--- src/rtl/p15iq_pkg.sv ---
package p15iq_pkg;

  localparam int unsigned WORD_W    = 16;
  localparam int unsigned SHIFT_W   = 4;
  localparam int unsigned STATE_W   = 32;
  localparam int unsigned CNT_W     = 5;
  localparam int unsigned EBITS_W   = 5;
  localparam int unsigned IDX_W     = 2;
  localparam int unsigned IN_DATA_W = 32;
  localparam int unsigned OUT_DATA_W = 112;

  localparam logic [CNT_W-1:0]   SYNC_WORDS = 5'd20;
  localparam logic [EBITS_W-1:0] LOSS_BITS  = 5'd6;

  localparam logic [SHIFT_W-1:0] SHIFT_RESET = 4'd4;
  localparam logic [WORD_W-1:0]  MASK_RESET  = 16'h0ffe;

  localparam logic [IDX_W-1:0] REG_DATA_SHIFT = 2'd0;
  localparam logic [IDX_W-1:0] REG_CHECK_MASK = 2'd1;
  localparam logic [IDX_W-1:0] REG_INVERT_I   = 2'd2;
  localparam logic [IDX_W-1:0] REG_INVERT_Q   = 2'd3;

  typedef struct packed {
    logic [SHIFT_W-1:0] shift;
    logic [WORD_W-1:0]  mask;
    logic               inv;
  } lane_cfg_t;

  typedef struct packed {
    logic               match;
    logic [EBITS_W-1:0] err_bits;
    logic [WORD_W-1:0]  err_mask;
    logic               lost;
    logic [STATE_W-1:0] resyncs;
  } lane_res_t;

endpackage

--- src/rtl/p15iq_lane.sv ---
module p15iq_lane (
  input  logic                      clk,
  input  logic                      rst,
  input  logic                      fire,
  input  logic [15:0]               word,
  input  p15iq_pkg::lane_cfg_t      cfg,
  output p15iq_pkg::lane_res_t      res
);
  import p15iq_pkg::*;

  logic               seeded;
  logic               seeded_next;
  logic [CNT_W-1:0]   sync_count;
  logic [CNT_W-1:0]   sync_count_next;
  logic [STATE_W-1:0] lfsr_track;
  logic [STATE_W-1:0] lfsr_track_next;
  logic [STATE_W-1:0] predicted;
  logic [STATE_W-1:0] predicted_next;
  logic [STATE_W-1:0] resync_total;
  logic [STATE_W-1:0] resync_total_next;

  logic [WORD_W-1:0]  a;
  logic [WORD_W-1:0]  mweigh;
  logic [STATE_W-1:0] st_sh;
  logic [WORD_W-1:0]  diff;
  logic [2:0]         nib_cnt [4];
  logic [EBITS_W-1:0] ones;
  logic               in_sync;
  logic               fb;

  assign a       = word >> cfg.shift;
  assign mweigh  = cfg.mask | 16'h0001;
  assign st_sh   = {lfsr_track[STATE_W-2:0], 1'b0};
  assign diff    = (a ^ st_sh[WORD_W-1:0]) & mweigh;
  assign in_sync = (sync_count >= SYNC_WORDS);
  assign fb      = lfsr_track[14] ^ lfsr_track[13];

  // nibble counts, then a small adder tree
  always_comb begin
    for (int g = 0; g < 4; g++) begin
      nib_cnt[g] = {2'b00, diff[4*g]} + {2'b00, diff[4*g+1]}
                 + {2'b00, diff[4*g+2]} + {2'b00, diff[4*g+3]};
    end
    ones = ({2'b00, nib_cnt[0]} + {2'b00, nib_cnt[1]})
         + ({2'b00, nib_cnt[2]} + {2'b00, nib_cnt[3]});
  end

  always_comb begin
    seeded_next       = seeded;
    sync_count_next   = sync_count;
    lfsr_track_next   = lfsr_track;
    resync_total_next = resync_total;
    res.err_bits      = '0;
    res.err_mask      = '0;
    res.lost          = 1'b0;
    if (!seeded) begin
      lfsr_track_next = {{(STATE_W-WORD_W){1'b0}}, a};
      seeded_next     = 1'b1;
    end else if ((st_sh[WORD_W-1:0] & cfg.mask) == (a & cfg.mask)) begin
      lfsr_track_next = st_sh | {{(STATE_W-WORD_W){1'b0}}, a};
      if (!in_sync) begin
        sync_count_next = sync_count + 5'd1;
      end
    end else if (!in_sync) begin
      lfsr_track_next = st_sh | {{(STATE_W-1){1'b0}}, a[0]};
      sync_count_next = sync_count + 5'd1;
    end else begin
      res.err_bits = ones;
      res.err_mask = diff;
      if (ones >= LOSS_BITS) begin
        lfsr_track_next   = '0;
        resync_total_next = resync_total + 32'd1;
        seeded_next       = 1'b0;
        sync_count_next   = '0;
        res.lost          = 1'b1;
      end else begin
        // repair from the LFSR prediction
        lfsr_track_next = {st_sh[STATE_W-1:1], fb ^ cfg.inv};
      end
    end
    predicted_next = {lfsr_track_next[STATE_W-2:0],
                      lfsr_track_next[14] ^ lfsr_track_next[13] ^ cfg.inv};
    res.match      = (predicted == lfsr_track_next);
    res.resyncs    = resync_total_next;
  end

  always_ff @(posedge clk) begin
    if (rst) begin
      seeded       <= 1'b0;
      sync_count   <= '0;
      lfsr_track   <= '0;
      predicted    <= '0;
      resync_total <= '0;
    end else if (fire) begin
      seeded       <= seeded_next;
      sync_count   <= sync_count_next;
      lfsr_track   <= lfsr_track_next;
      predicted    <= predicted_next;
      resync_total <= resync_total_next;
    end
  end

endmodule

--- src/rtl/p15iq_merge.sv ---
module p15iq_merge (
  input  logic                   clk,
  input  logic                   rst,
  input  logic                   in_valid,
  output logic                   in_ready,
  input  p15iq_pkg::lane_res_t   res_i,
  input  p15iq_pkg::lane_res_t   res_q,
  output logic                   m_tvalid,
  input  logic                   m_tready,
  output logic [111:0]           m_tdata
);
  import p15iq_pkg::*;

  logic                  fire;
  logic [OUT_DATA_W-1:0] packed_res;

  assign in_ready = !m_tvalid || m_tready;
  assign fire     = in_valid && in_ready;

  assign packed_res = {2'b00,
                       res_q.resyncs, res_i.resyncs,
                       res_q.lost, res_i.lost,
                       res_q.err_mask, res_i.err_mask,
                       res_q.err_bits, res_i.err_bits,
                       res_q.match, res_i.match};

  always_ff @(posedge clk) begin
    if (rst) begin
      m_tvalid <= 1'b0;
    end else if (fire) begin
      m_tvalid <= 1'b1;
    end else if (m_tready) begin
      m_tvalid <= 1'b0;
    end
  end

  always_ff @(posedge clk) begin
    if (fire) begin
      m_tdata <= packed_res;
    end
  end

endmodule

--- src/rtl/prbs15_iq_lane_checker_core.sv ---
// PRBS15 checker for one I and one Q interface lane.
// Input stream s_*: one transfer carries a raw I word and a raw Q word.
// Output stream m_*: one transfer per input transfer, in order, with the
// per-lane match flag, error weight and mask, sync-loss flag and the
// running resync count.
// Both lanes run side by side in their own checker; a merge stage packs
// the two lane results into a single output register.
// Output: m_tvalid is registered and rises in the cycle after an input transfer.
// Throughput: one item per clock while m_tready is high; lane state is registered on each transfer.
// s_tready is high while the output register is empty or being taken,
// so a stalled receiver holds its result and stalls the input after one
// item; nothing is dropped.
// Configuration (cfg_wr_en, cfg_index, cfg_data) is to be written by the user
// only while idle, which the block does not enforce: 0 data_shift, 1 check_mask, 2 invert_i, 3 invert_q.
// Synchronous reset clears lane state, resync counts and output valid,
// and restores the register defaults.
module prbs15_iq_lane_checker_core (
  input  logic         clk,
  input  logic         rst,
  input  logic         s_tvalid,
  output logic         s_tready,
  // [15:0] word_i, [31:16] word_q
  input  logic [p15iq_pkg::IN_DATA_W-1:0] s_tdata,
  output logic         m_tvalid,
  input  logic         m_tready,
  // [0] match_i, [1] match_q, [6:2] err_bits_i, [11:7] err_bits_q,
  // [27:12] err_mask_i, [43:28] err_mask_q, [44] lost_i, [45] lost_q,
  // [77:46] resyncs_i, [109:78] resyncs_q, [111:110] zero
  output logic [111:0] m_tdata,
  input  logic         cfg_wr_en,
  input  logic [1:0]   cfg_index,
  input  logic [15:0]  cfg_data
);
  import p15iq_pkg::*;

  logic [SHIFT_W-1:0] data_shift;
  logic [WORD_W-1:0]  check_mask;
  logic               invert_i;
  logic               invert_q;
  logic               fire;
  lane_cfg_t          cfg_i;
  lane_cfg_t          cfg_q;
  lane_res_t          res_i;
  lane_res_t          res_q;

  always_ff @(posedge clk) begin
    if (rst) begin
      data_shift <= SHIFT_RESET;
      check_mask <= MASK_RESET;
      invert_i   <= 1'b0;
      invert_q   <= 1'b1;
    end else if (cfg_wr_en) begin
      unique case (cfg_index)
        REG_DATA_SHIFT: data_shift <= cfg_data[SHIFT_W-1:0];
        REG_CHECK_MASK: check_mask <= cfg_data;
        REG_INVERT_I:   invert_i   <= cfg_data[0];
        REG_INVERT_Q:   invert_q   <= cfg_data[0];
        default: ;
      endcase
    end
  end

  assign fire  = s_tvalid && s_tready;
  assign cfg_i = '{shift: data_shift, mask: check_mask, inv: invert_i};
  assign cfg_q = '{shift: data_shift, mask: check_mask, inv: invert_q};

  p15iq_lane u_lane_i (
    .clk  (clk),
    .rst  (rst),
    .fire (fire),
    .word (s_tdata[15:0]),
    .cfg  (cfg_i),
    .res  (res_i)
  );

  p15iq_lane u_lane_q (
    .clk  (clk),
    .rst  (rst),
    .fire (fire),
    .word (s_tdata[31:16]),
    .cfg  (cfg_q),
    .res  (res_q)
  );

  p15iq_merge u_merge (
    .clk      (clk),
    .rst      (rst),
    .in_valid (s_tvalid),
    .in_ready (s_tready),
    .res_i    (res_i),
    .res_q    (res_q),
    .m_tvalid (m_tvalid),
    .m_tready (m_tready),
    .m_tdata  (m_tdata)
  );

endmodule
--- config.mk ---
export PLATFORM = sky130hd
export DESIGN_NAME = prbs15_iq_lane_checker_core
export DESIGN_NICKNAME = d
export VERILOG_FILES = /design/src/rtl/p15iq_pkg.sv /design/src/rtl/p15iq_lane.sv /design/src/rtl/p15iq_merge.sv /design/src/rtl/prbs15_iq_lane_checker_core.sv
export SDC_FILE = /design/constraint.sdc
export NUM_CORES = 1
export LEC_CHECK = 0
export ABC_AREA = 0
export BUFFER_PORTS_ARGS = -buffer_cell sky130_fd_sc_hd__buf_2
export CAP_MARGIN = 20
export CORE_ASPECT_RATIO = 0.5
export CORE_MARGIN = 2
export CORE_UTILIZATION = 60
export DETAILED_ROUTE_END_ITERATION = 16
export PLACE_DENSITY = 0.89
export SLEW_MARGIN = 10
export SYNTH_ARGS = -nofsm -noshare
export SYNTH_HDL_FRONTEND = slang
export SYNTH_SLANG_ARGS = --single-unit
--- constraint.sdc ---
create_clock -name clk -period 6.7 [get_ports clk]
set_input_delay 0.335 -clock clk [delete_from_list [all_inputs] [get_ports clk]]
set_output_delay 0.335 -clock clk [all_outputs]
set_load 0.005 [all_outputs]
==> impl_metrics.prom <==
# TYPE chip_impl_metric gauge
chip_impl_info{name="setup.worst_path.end_class",value="flip-flop"} 1
chip_impl_metric{name="worstPathMaxFanout",unit=""} 20
chip_impl_metric{name="floorplan.initialDensity",unit="%"} 60.9
chip_impl_info{name="crit_path_start_kind",value="flip-flop"} 1
chip_impl_metric{name="critPathRequiredTime",unit="ns"} 7.09
chip_impl_metric{name="synthArstFlopShare",unit="%"} 0
chip_impl_metric{name="layout.cells.non_filler",unit=""} 2381
chip_impl_metric{name="cpPeakStageDelay",unit="ns"} 0.53
chip_impl_metric{name="final_design_area_no_fill",unit="um^2"} 19000
chip_impl_info{name="worst_path_most_repeated_cell",value="ha_1"} 1
chip_impl_metric{name="routabilityCongestion",unit=""} 0.989
chip_impl_metric{name="grt_max_degree",unit=""} 92
chip_impl_metric{name="holdWs",unit="ns"} 0.00941
chip_impl_metric{name="drc_errors",unit=""} 0
chip_impl_metric{name="max_slew_margin",unit="%"} 35.1
chip_impl_info{name="min_to",value="check_mask[14]$_SDFFE_PP0P_"} 1
chip_impl_metric{name="synth_warnings",unit=""} 0
chip_impl_metric{name="avgRoutedWirePerCell",unit="um"} 19.1
chip_impl_metric{name="die_h",unit="um"} 122
chip_impl_metric{name="drtPass1Iterations",unit=""} 6
chip_impl_metric{name="clk_pin_slew_worst_paths",unit="ns"} 0.08
chip_impl_metric{name="num_rows",unit=""} 43
chip_impl_metric{name="period_share",unit="%"} 96.8
chip_impl_metric{name="p_leak",unit="uW"} 0.00779
chip_impl_metric{name="route.antenna.remaining_nets",unit=""} 0
chip_impl_info{name="grt_most_used_layer",value="met2"} 1
chip_impl_metric{name="yosys_register_bits",unit=""} 273
chip_impl_metric{name="clock_path_buffers",unit=""} 3
chip_impl_info{name="worst_r2r_endpoint",value="u_merge.m_tdata[0]$_DFFE_PP_"} 1
chip_impl_metric{name="detail_route.wirelength",unit="mm"} 45.5
chip_impl_metric{name="global_route.usage.met2",unit="%"} 46.6
chip_impl_metric{name="first_global_vias",unit=""} 13400
chip_impl_metric{name="r2r.worst_path.cells",unit=""} 26
chip_impl_metric{name="use_met3",unit="%"} 6.50
chip_impl_metric{name="ios",unit=""} 169
chip_impl_info{name="synthTopCellsByArea",value="edfxtp_1 20%, dfxtp_1 19%, xnor2_1 6.1%"} 1
chip_impl_info{name="yosys.area.top_type",value="edfxtp_1"} 1
chip_impl_metric{name="clock_sink_count",unit=""} 273
chip_impl_metric{name="portion_of_the_post_synthesis_area_used_by_sequential_elements",unit="%"} 39.0
chip_impl_metric{name="cts_buffers",unit=""} 25
chip_impl_info{name="layout.cells.most_common_list",value="202 x nor2_1, 178 x nand2_1, 165 x buf_2"} 1
chip_impl_metric{name="hold_violations",unit=""} 0
chip_impl_metric{name="worst-endpoint-arrival",unit="ns"} 6.87
chip_impl_info{name="layout_commonest_cell",value="nor2_1"} 1
chip_impl_metric{name="finClkSkew",unit="ns"} 0.0299
chip_impl_info{name="hold_start",value="cfg_data[14]"} 1
chip_impl_metric{name="overflow",unit=""} 0
chip_impl_metric{name="synthesis.area",unit="um^2"} 16800
chip_impl_metric{name="grt_antenna_before_repair",unit=""} 0
chip_impl_metric{name="die_width",unit="um"} 241
chip_impl_metric{name="layout_min_cycle_time",unit="ns"} 6.49
chip_impl_metric{name="grt_util_all_layers",unit="%"} 30.2
chip_impl_metric{name="vias_per_cell",unit=""} 6.13
chip_impl_metric{name="fin_util",unit="%"} 68.7
chip_impl_metric{name="ir_worst_vdd",unit="uV"} 191
chip_impl_metric{name="hold_depth",unit=""} 3
chip_impl_metric{name="clkLatencyLatePin",unit="ns"} 0.58
chip_impl_metric{name="dp_hpwl",unit="mm"} 32.4
chip_impl_metric{name="r2r_setup_slack",unit="ns"} 0.21
chip_impl_metric{name="first_drt_iteration_drcs",unit=""} 1931
chip_impl_info{name="critical-path-top-delay-family",value="adder cells"} 1
chip_impl_info{name="cpMaxStageDelayCell",value="dfxtp_4"} 1
chip_impl_metric{name="power",unit="uW"} 4650
chip_impl_info{name="outcome",value="complete, no violations"} 1
chip_impl_info{name="critical_path.reg2reg.startpoint",value="data_shift[1]$_SDFFE_PP0P_"} 1
chip_impl_metric{name="syn2layout_area_growth",unit="%"} 12.8
chip_impl_metric{name="port-buffer-count",unit=""} 166
chip_impl_metric{name="cts_max_level",unit=""} 1
chip_impl_metric{name="fp.dieArea",unit="um^2"} 29500
chip_impl_info{name="synth-main-ff-cell",value="dfxtp_1"} 1
chip_impl_metric{name="maxCapViolations",unit=""} 0
chip_impl_metric{name="synth-edff-count",unit=""} 110
chip_impl_metric{name="global_route.usage.met1",unit="%"} 43.5
chip_impl_metric{name="syn-mean-instance-area",unit="um^2"} 9.18
chip_impl_metric{name="global_route_wire_length_before_repair",unit="mm"} 70.9
chip_impl_metric{name="synthDistinctLibCells",unit=""} 88
chip_impl_metric{name="final_layout_size_suffix_gt1_share",unit="%"} 16.6
chip_impl_metric{name="power_density",unit="nW/um^2"} 245
chip_impl_info{name="type_of_the_tightest_min_delay_check",value="primary input to flip-flop"} 1
chip_impl_metric{name="nNetsFinal",unit=""} 2120
chip_impl_info{name="criticalPathCategory",value="flip-flop to flip-flop"} 1
chip_impl_metric{name="syn-instance-count",unit=""} 1834
chip_impl_metric{name="tightest_slew",unit="ns"} 0.973
chip_impl_info{name="buffer_type_at_the_clock_tree_root",value="clkbuf_16"} 1
chip_impl_metric{name="final-max-slew-violation-count",unit=""} 0
chip_impl_metric{name="area_after_dpl",unit="um^2"} 18000
chip_impl_metric{name="achievable-frequency",unit="MHz"} 154
chip_impl_metric{name="via_count",unit=""} 14600
chip_impl_metric{name="synth_top_cell_area_share",unit="%"} 19.6
chip_impl_metric{name="final-setup-viol-count",unit=""} 0
chip_impl_metric{name="floorplan.core_area",unit="um^2"} 27700
chip_impl_metric{name="post-place-cells",unit=""} 2317
chip_impl_metric{name="critPathBufInv",unit=""} 6
chip_impl_info{name="tritoncts_clock_tree",value="yes"} 1
-- flip-flops by register name (all words and copies together) (netlist names) --
name                   flops
u_lane_q.predicted        32
u_lane_i.sync_count        5
u_merge.m_tdata          110
check_mask                16
invert_i                   1
invert_q                   1
u_lane_i.seeded            1
u_lane_i.resync_total     32
u_lane_q.sync_count        5
data_shift                 4
u_lane_i.predicted        32
u_lane_q.seeded            1
u_merge.m_tvalid           1
u_lane_q.resync_total     32
-- synth_stat cells, types with 7 or more instances --
| cell type | n |
|---|---|
| a211oi_1 | 7 |
| a21o_1 | 15 |
| a21oi_1 | 66 |
| a22oi_1 | 38 |
| a31oi_1 | 10 |
| and2_1 | 42 |
| and3_1 | 32 |
| buf_2 | 7 |
| clkbuf_1 | 85 |
| dfxtp_1 | 163 |
| edfxtp_1 | 110 |
| fa_1 | 14 |
| ha_1 | 72 |
| inv_1 | 89 |
| mux2_2 | 15 |
| mux2i_1 | 49 |
| mux4_2 | 13 |
| nand2_1 | 179 |
| nand2b_1 | 15 |
| nand3_1 | 82 |
| nand3b_1 | 15 |
| nand4_1 | 29 |
| nor2_1 | 205 |
| nor2b_1 | 7 |
| nor3_1 | 40 |
| nor3_2 | 9 |
| nor4_1 | 23 |
| o211ai_1 | 48 |
| o21ai_0 | 29 |
| o22ai_1 | 9 |
| or3_1 | 10 |
| xnor2_1 | 118 |
| xor2_1 | 65 |
-- worst max-delay path by stage --
stage	startpoint	depth (start not counted)	to
finish	data_shift[1]$_SDFFE_PP0P_	26	u_merge.m_tdata[0]$_DFFE_PP_
global route	data_shift[1]$_SDFFE_PP0P_	24	u_lane_i.predicted[0]$_SDFFE_PP0P_
CTS	data_shift[2]$_SDFFE_PP1P_	25	u_lane_q.resync_total[7]$_SDFFE_PP0P_
detailed placement	data_shift[1]$_SDFFE_PP0P_	25	u_lane_q.predicted[29]$_SDFFE_PP0P_
global placement	data_shift[1]$_SDFFE_PP0P_	24	u_lane_q.predicted[26]$_SDFFE_PP0P_
floorplan	data_shift[3]$_SDFFE_PP0P_	28	u_merge.m_tdata[68]$_DFFE_PP_
-- stage by stage --
step	TNS [ns]	worst slack [ns]
global route	-0.0910	-0.0447
global placement	0	0.317
CTS	0	0.0651
floorplan	0	0.517
detailed placement	0	0.102
finish	0	0.215
-- tightest hold or removal path: cells and delay by family --
family	cells	cell delay (ns)
buffers and inverters	1	0.10
AO/OA/AOI/OAI	1	0.05
AND/OR/NAND/NOR	1	0.05
-- kinds of logic after synthesis --
family	share of synthesized area (%)
compound gates	12.5
xor+xnor	9.52
fa+ha+maj	7.01
buf+inv	5.16
flops	39.0
mux	5.81
other cells	0.0223
simple gates	21.0
-- per-layer routing --
metal / vias up / part of all wire [%]
met1: 6883 / 43
met3: 97 / 11
met4: 0 / 2.1
met5: - / 0
met2: 796 / 44
li1: 6809 / -
-- timing repair --
action	in CTS	in global routing
hold endpoints to repair	10	0
hold buffers	10	0
setup buffers	0	6
gates resized for setup	2	14
pin swaps	0	2
setup endpoints to repair	2	74
-- final cells by class --
| class | instances | area, um^2 |
|---|---|---|
| Tap cell | 382 | 478 |
| Antenna cell | 1 | 2.50 |
| Multi-Input combinational cell | 1362 | 9460 |
| Inverter | 90 | 349 |
| Clock inverter | 8 | 65.1 |
| Timing Repair Buffer | 227 | 1340 |
| Sequential cell | 273 | 6580 |
| Clock buffer | 38 | 714 |
| Fill cell | 2099 | 8670 |
-- power by group --
part	switching (uW)	internal, uW
clock network	665	747
registers	59.1	1780
logic	846	553
Note: power is estimated with default switching activity, not from simulation.
